--- src/siap_pkg.sv ---
`default_nettype none
// ----------------------------------------------------------------------------
// siap_pkg: shared width helpers for the Stokes I amplitude pipeline
// Derives the radicand and root widths from the sample width so that the top
// level and the root pipeline agree on every bus between them.
// ----------------------------------------------------------------------------
package siap_pkg;

	// re*re + im*im of two magnitudes up to 2^(n-1) stays below 2^(2n)
	function automatic int rad_bits(input int sample_bits);
		return 2 * sample_bits;
	endfunction

	// floor(sqrt(2^(2n-1))) < 2^n, so the root needs n bits
	function automatic int root_bits(input int sample_bits);
		return sample_bits;
	endfunction

endpackage : siap_pkg
`default_nettype wire

--- src/siap_root_pipe.sv ---
`default_nettype none
// ----------------------------------------------------------------------------
// siap_root_pipe: two-lane pipelined integer square root
// Digit-by-digit binary root, one result bit per register stage, two radicands
// side by side. A word enters on any cycle and leaves from the last register stage.
// ----------------------------------------------------------------------------
module siap_root_pipe #(
	parameter int SAMPLE_BITS = 16
) (
	input  logic                                            clk,
	input  logic                                            arst_n,
	input  logic                                            in_valid,
	input  logic [siap_pkg::rad_bits(SAMPLE_BITS)-1:0]      rad_a,
	input  logic [siap_pkg::rad_bits(SAMPLE_BITS)-1:0]      rad_b,
	output logic                                            out_valid,
	output logic [siap_pkg::root_bits(SAMPLE_BITS)-1:0]     root_a,
	output logic [siap_pkg::root_bits(SAMPLE_BITS)-1:0]     root_b
);
	import siap_pkg::*;

	localparam int RAD_W  = rad_bits(SAMPLE_BITS);
	localparam int ROOT_W = root_bits(SAMPLE_BITS);
	localparam int REM_W  = ROOT_W + 2;
	localparam int STAGES = ROOT_W;

	// per-stage state; index 0 is the unregistered entry point
	logic                vld_s  [STAGES+1];
	logic [RAD_W-1:0]    rad_s  [STAGES][2];
	logic [REM_W-1:0]    rem_s  [STAGES][2];
	logic [ROOT_W-1:0]   root_s [STAGES+1][2];

	// entry
	assign vld_s[0]     = in_valid;
	assign rad_s[0][0]  = rad_a;
	assign rad_s[0][1]  = rad_b;
	assign rem_s[0][0]  = '0;
	assign rem_s[0][1]  = '0;
	assign root_s[0][0] = '0;
	assign root_s[0][1] = '0;

	for (genvar k = 0; k < STAGES; k++) begin : g_stage
		// valid travels with the word
		always_ff @(posedge clk or negedge arst_n) begin
			if (!arst_n) begin
				vld_s[k+1] <= 1'b0;
			end else begin
				vld_s[k+1] <= vld_s[k];
			end
		end

		for (genvar l = 0; l < 2; l++) begin : g_lane
			logic [REM_W-1:0] rem_sh;
			logic [REM_W-1:0] trial;
			logic             fits;

			// bring down the next two radicand bits, try root*4+1
			assign rem_sh = {rem_s[k][l][REM_W-3:0], rad_s[k][l][RAD_W-1 -: 2]};
			assign trial  = {root_s[k][l], 2'b01};
			assign fits   = (rem_sh >= trial);

			always_ff @(posedge clk) begin
				if (vld_s[k]) begin
					root_s[k+1][l] <= {root_s[k][l][ROOT_W-2:0], fits};
				end
			end

			// remainder and radicand are not needed past the last stage
			if (k < STAGES - 1) begin : g_carry
				always_ff @(posedge clk) begin
					if (vld_s[k]) begin
						rad_s[k+1][l] <= rad_s[k][l] << 2;
						rem_s[k+1][l] <= fits ? (rem_sh - trial) : rem_sh;
					end
				end
			end
		end
	end

	assign out_valid = vld_s[STAGES];
	assign root_a    = root_s[STAGES][0];
	assign root_b    = root_s[STAGES][1];

endmodule : siap_root_pipe
`default_nettype wire

--- src/stokes_i_amplitude_pixel.sv ---
`default_nettype none
// ----------------------------------------------------------------------------
// stokes_i_amplitude_pixel: Stokes I amplitude of one time-frequency pixel
// Sums the floored magnitudes of the XX and YY complex visibilities.
// ----------------------------------------------------------------------------
// Takes one pixel word on every cycle: busy is always low, so a word is taken
// whenever start is high. Each word gives one result on stokes_i, flagged by a
// one-cycle done pulse. The word passes in order through an absolute-value
// stage, a multiplier stage, an adder stage, the square root, which resolves
// one root bit per pipeline stage, and the output register. Results come out
// in input order and cannot be held off, so the consumer must take every
// done pulse. Nothing is kept between pixels.
// ----------------------------------------------------------------------------
module stokes_i_amplitude_pixel #(
	parameter int SAMPLE_BITS = 16
) (
	input  logic                          clk,
	input  logic                          arst_n,
	input  logic                          start,
	output logic                          busy,
	input  logic signed [SAMPLE_BITS-1:0] xx_real,
	input  logic signed [SAMPLE_BITS-1:0] xx_imag,
	input  logic signed [SAMPLE_BITS-1:0] yy_real,
	input  logic signed [SAMPLE_BITS-1:0] yy_imag,
	output logic                          done,
	output logic        [SAMPLE_BITS:0]   stokes_i
);
	import siap_pkg::*;

	localparam int RAD_W  = rad_bits(SAMPLE_BITS);
	localparam int ROOT_W = root_bits(SAMPLE_BITS);
	localparam int OUT_W  = SAMPLE_BITS + 1;
	localparam int LAT    = SAMPLE_BITS + 4;

	logic                   accept;
	logic                   vld_s1, vld_s2, vld_s3;
	logic [SAMPLE_BITS-1:0] abs_xr_s1, abs_xi_s1, abs_yr_s1, abs_yi_s1;
	logic [RAD_W-1:0]       sq_xr_s2, sq_xi_s2, sq_yr_s2, sq_yi_s2;
	logic [RAD_W-1:0]       rad_xx_s3, rad_yy_s3;
	logic                   root_vld;
	logic [ROOT_W-1:0]      root_xx, root_yy;
	logic                   done_q;
	logic [OUT_W-1:0]       stokes_i_q;

	// never stalls
	assign busy   = 1'b0;
	assign accept = start && !busy;

	// magnitude of a two's-complement sample; the most negative value maps to
	// 2^(SAMPLE_BITS-1), which still fits unsigned
	function automatic logic [SAMPLE_BITS-1:0] mag(input logic [SAMPLE_BITS-1:0] v);
		return v[SAMPLE_BITS-1] ? (~v + 1'b1) : v;
	endfunction

	// valid bits for the front stages
	always_ff @(posedge clk or negedge arst_n) begin
		if (!arst_n) begin
			vld_s1 <= 1'b0;
			vld_s2 <= 1'b0;
			vld_s3 <= 1'b0;
		end else begin
			vld_s1 <= accept;
			vld_s2 <= vld_s1;
			vld_s3 <= vld_s2;
		end
	end

	// stage 1: absolute values
	always_ff @(posedge clk) begin
		if (accept) begin
			abs_xr_s1 <= mag(xx_real);
			abs_xi_s1 <= mag(xx_imag);
			abs_yr_s1 <= mag(yy_real);
			abs_yi_s1 <= mag(yy_imag);
		end
	end

	// stage 2: squares
	always_ff @(posedge clk) begin
		if (vld_s1) begin
			sq_xr_s2 <= RAD_W'(abs_xr_s1) * RAD_W'(abs_xr_s1);
			sq_xi_s2 <= RAD_W'(abs_xi_s1) * RAD_W'(abs_xi_s1);
			sq_yr_s2 <= RAD_W'(abs_yr_s1) * RAD_W'(abs_yr_s1);
			sq_yi_s2 <= RAD_W'(abs_yi_s1) * RAD_W'(abs_yi_s1);
		end
	end

	// stage 3: power of each polarization, never above 2^(2*SAMPLE_BITS-1)
	always_ff @(posedge clk) begin
		if (vld_s2) begin
			rad_xx_s3 <= sq_xr_s2 + sq_xi_s2;
			rad_yy_s3 <= sq_yr_s2 + sq_yi_s2;
		end
	end

	// floored roots, one bit per stage
	siap_root_pipe #(
		.SAMPLE_BITS (SAMPLE_BITS)
	) u_root (
		.clk       (clk),
		.arst_n    (arst_n),
		.in_valid  (vld_s3),
		.rad_a     (rad_xx_s3),
		.rad_b     (rad_yy_s3),
		.out_valid (root_vld),
		.root_a    (root_xx),
		.root_b    (root_yy)
	);

	// output register: sum of the two magnitudes
	always_ff @(posedge clk or negedge arst_n) begin
		if (!arst_n) begin
			done_q <= 1'b0;
		end else begin
			done_q <= root_vld;
		end
	end

	always_ff @(posedge clk) begin
		if (root_vld) begin
			stokes_i_q <= OUT_W'(root_xx) + OUT_W'(root_yy);
		end
	end

	assign done     = done_q;
	assign stokes_i = stokes_i_q;

`ifndef NO_ASSERTIONS
	// every taken word comes out after the fixed latency
	a_word_out: assert property (@(posedge clk) disable iff (!arst_n)
		accept |-> ##LAT done)
		else $error("accepted word did not produce a result");

	// no result without a matching word taken earlier
	a_no_ghost: assert property (@(posedge clk) disable iff (!arst_n)
		done |-> $past(accept, LAT))
		else $error("result without a matching input word");

	// root pipeline output lines up with the front end
	a_root_align: assert property (@(posedge clk) disable iff (!arst_n)
		vld_s3 |-> ##SAMPLE_BITS root_vld)
		else $error("root pipeline lost a word");
`endif

endmodule : stokes_i_amplitude_pixel
`default_nettype wire

--- config.mk ---
export PLATFORM = sky130hd
export DESIGN_NAME = stokes_i_amplitude_pixel
export DESIGN_NICKNAME = d
export VERILOG_FILES = /design/src/siap_pkg.sv /design/src/siap_root_pipe.sv /design/src/stokes_i_amplitude_pixel.sv
export SDC_FILE = /design/constraint.sdc
export NUM_CORES = 2
export LEC_CHECK = 0
export BUFFER_PORTS_ARGS = -buffer_cell sky130_fd_sc_hd__buf_4
export CAP_MARGIN = 20
export CORE_AREA = 2 2 526 528
export CTS_BUF_LIST = sky130_fd_sc_hd__clkbuf_16
export DETAILED_ROUTE_END_ITERATION = 10
export DIE_AREA = 0 0 528 530
export PLACE_DENSITY_LB_ADDON = 0.08
export SYNTH_ARGS = -nofsm -noshare
export SYNTH_HDL_FRONTEND = slang
export SYNTH_SLANG_ARGS = --single-unit
--- constraint.sdc ---
create_clock -name clk -period 12 [get_ports clk]
set_clock_uncertainty 0.15 [all_clocks]
set_input_delay 0.6 -clock clk [delete_from_list [all_inputs] [get_ports clk]]
set_output_delay 0.6 -clock clk [all_outputs]
set_load 0.05 [all_outputs]
==> impl_metrics.env <==
export IMPL_numPortBuffers=84
export IMPL_dieArea_um2=280000
export IMPL_cts_made_buffers=183
export IMPL_place_hpwl_um=153000
export IMPL_fin_crit_ns=7.17
export IMPL_startpoint_type="flop"
export IMPL_max_slew_worst_pin_slew_ns=1.06
export IMPL_first_global_vias=60209
export IMPL_ys_flop_type="edfxtp_1"
export IMPL_netlist_top_cells_area="edfxtp_1 (46%), fa_1 (14%), ha_1 (10%)"
export IMPL_drc=0
export IMPL_cts_sinks=1489
export IMPL_min_path_cells=2
export IMPL_start_util=0.348
export IMPL_cts_resized=0
export IMPL_end_kind="flop"
export IMPL_vias_per_cell=4.68
export IMPL_busiest_layer="met2"
export IMPL_path_class="reg2reg"
export IMPL_outcome="finished, final reports clean"
export IMPL_root_buffer="clkbuf_16"
export IMPL_grt_total_usage=0.142
export IMPL_ant_nets=0
export IMPL_whs_ns=0.0751
export IMPL_cp_data_arrival_time_ns=7.52
export IMPL_drtIter0Drc=2845
export IMPL_grt_antenna_before_repair=5
export IMPL_final_hold_viol_count=0
export IMPL_gp_congestion=0.820
export IMPL_async_flop_share=0.0134
export IMPL_rsz0062_at_grt="no"
export IMPL_boundaryPins=86
export IMPL_yosysTopAreaCellShare=0.461
export IMPL_final_cell_mix="edfxtp_1 (1469), inv_1 (1425), ha_1 (790)"
export IMPL_synth_largest_area_cell="edfxtp_1"
export IMPL_ys_types=88
export IMPL_cts_tree="built"
export IMPL_use_met3=0.0176
export IMPL_finalCritPeriodShare=0.598
export IMPL_path_max_fanout=17
export IMPL_hold_class="in2reg"
export IMPL_synthCells=8137
export IMPL_setup_viol=0
export IMPL_die_h_um=530
export IMPL_layout_drive_gt1_share=0.0607
export IMPL_core_um2=275000
export IMPL_yosysSeqAreaShare=0.466
export IMPL_clk_path_buf_depth=4
export IMPL_cp_required_ns=12.35
export IMPL_drt_total_wl_um=197000
export IMPL_final_common_cell="edfxtp_1"
export IMPL_die_x_um=528
export IMPL_grt_max_degree=78
export IMPL_clk_pin_slew_ns=0.06
export IMPL_synth_edf_count=1469
export IMPL_clk_latency_ns=0.86
export IMPL_fmax_mhz=139
export IMPL_reg2regPathDepth=23
export IMPL_grt_pass1_wl_um=323000
export IMPL_cts_max_level=4
export IMPL_num_fill_cells=26456
export IMPL_final_nets=9852
export IMPL_finalSetupTns_ns=0
export IMPL_avgSynthCellArea_um2=11.8
export IMPL_post_cts_setup_buffers=0
export IMPL_syn_cell_area_um2=95700
export IMPL_ys_seq_elements=1489
export IMPL_ys_warn_count=0
export IMPL_relSlewSlack=0.292
export IMPL_finalMaxSlewViolations=0
export IMPL_max_cap_violations=0
export IMPL_grt_overflow_total=0
export IMPL_rows=193
export IMPL_dr_pass1_iters=5
export IMPL_vias=56567
export IMPL_area_growth_pct=11.8
export IMPL_grt_util_met2=0.248
export IMPL_wire_per_inst_um=16.3
export IMPL_grt_met1_usage=0.186
## timing repair
action / CTS / global route
setup endpoints to repair: 0 / 0
hold buffers: 53 / 0
endpoints found under the hold margin: 74 / 0
## synth_stat cells, types with 49 or more instances
cell,number
inv_1,1389
ha_1,790
nand2b_1,92
mux2_2,55
fa_1,653
o21ai_0,221
o31ai_1,49
clkbuf_1,131
o21a_1,92
a21o_1,149
and2_1,222
a21oi_1,361
nor2_1,365
nand4_1,52
edfxtp_1,1469
xor2_1,212
nand3_1,98
xnor2_1,366
nand2_1,570
nor2b_1,73
nor3_1,125
## worst max-delay path, cell delays in order, from the launching register on
cell      delay [ns]
edfxtp_1        0.74
and2_1          0.26
inv_1           0.07
fa_1            0.51
inv_1           0.06
fa_1            0.50
inv_1           0.05
fa_1            0.47
inv_1           0.06
fa_1            0.50
fa_1            0.55
inv_1           0.06
fa_1            0.53
inv_1           0.04
ha_1            0.37
a21o_1          0.19
a21o_1          0.17
a21o_1          0.20
a211oi_1        0.32
o31ai_1         0.15
a211oi_1        0.54
o21ai_0         0.16
a21oi_1         0.20
xnor2_1         0.08
## logic make-up (layout without fill, tap and decap cells)
kind of cell / after synthesis / after routing / share of synthesized area
multiplexers: 65 / 65 / 0.00753
buffers and inverters: 1538 / 1881 / 0.0606
AO/OA/AOI/OAI: 1177 / 1177 / 0.0778
XOR/XNOR: 578 / 578 / 0.0529
AND/OR/NAND/NOR: 1846 / 1846 / 0.0950
other: 1 / 5 / 0.0000392
flip-flops: 1489 / 1489 / 0.466
adder cells (fa/ha/maj): 1443 / 1443 / 0.240
## area by class of cell
type	instances	area [um^2]	share of cell area
diodes	2	5.00	0.0000468
repair buffers	163	1370	0.0128
clock inverters	140	1270	0.0119
flip-flops and latches	1489	44700	0.417
well taps	3607	4510	0.0422
inverters	1393	5230	0.0489
multi-input cells	5112	45300	0.423
clock buffers	185	4630	0.0433
## path summary, 6_finish.rpt
kind                                              from                     endpoint  slack (ns)
max                             abs_yr_s1[5]$_DFFE_PP_       sq_yr_s2[31]$_DFFE_PP_        4.83
min in group asynchronous                       arst_n   u_root.vld_s[10]$_DFF_PN0_        0.22
min                                         yy_real[6]       abs_yr_s1[6]$_DFFE_PP_        0.08
max in group asynchronous                       arst_n             vld_s3$_DFF_PN0_       11.11
min reg2reg                u_root.rad_s[838]$_DFFE_PP_  u_root.rad_s[776]$_DFFE_PP_        0.18
max reg2reg                     abs_yr_s1[5]$_DFFE_PP_       sq_yr_s2[31]$_DFFE_PP_        4.83
## flip-flops by register name, indices dropped and copies added (netlist names), 17 cells and up
register                      count
rad_yy_s3                        32
sq_yi_s2                         31
u_root.rad_s                    420
u_root.g_stage.g_lane.rem_sh    508
sq_xr_s2                         31
rad_xx_s3                        32
u_root.g_stage.g_lane.trial     240
stokes_i                         17
sq_xi_s2                         31
sq_yr_s2                         31
## stage by stage
stage          worst slack, ns  instance area [um^2]   util  cells
3_5_place_dp              4.85                101000  0.366  11709
5_1_grt                   4.50                107000  0.389  12091
6_report                  4.83                107000  0.389  12091
2_1_floorplan             5.42                 95700      -   8139
3_3_place_gp              4.86                101000  0.366  11709
4_1_cts                   4.83                107000  0.389  12087
## routing by layer
metal,vias to the layer above,wire (um)
met1,27502,90100
met2,667,95800
met3,275,5470
met4,0,5160
li1,28123,-
met5,-,0
Power is not shown: default switching activity piles up to over one toggle a cycle in this logic, so the estimate is an artifact.
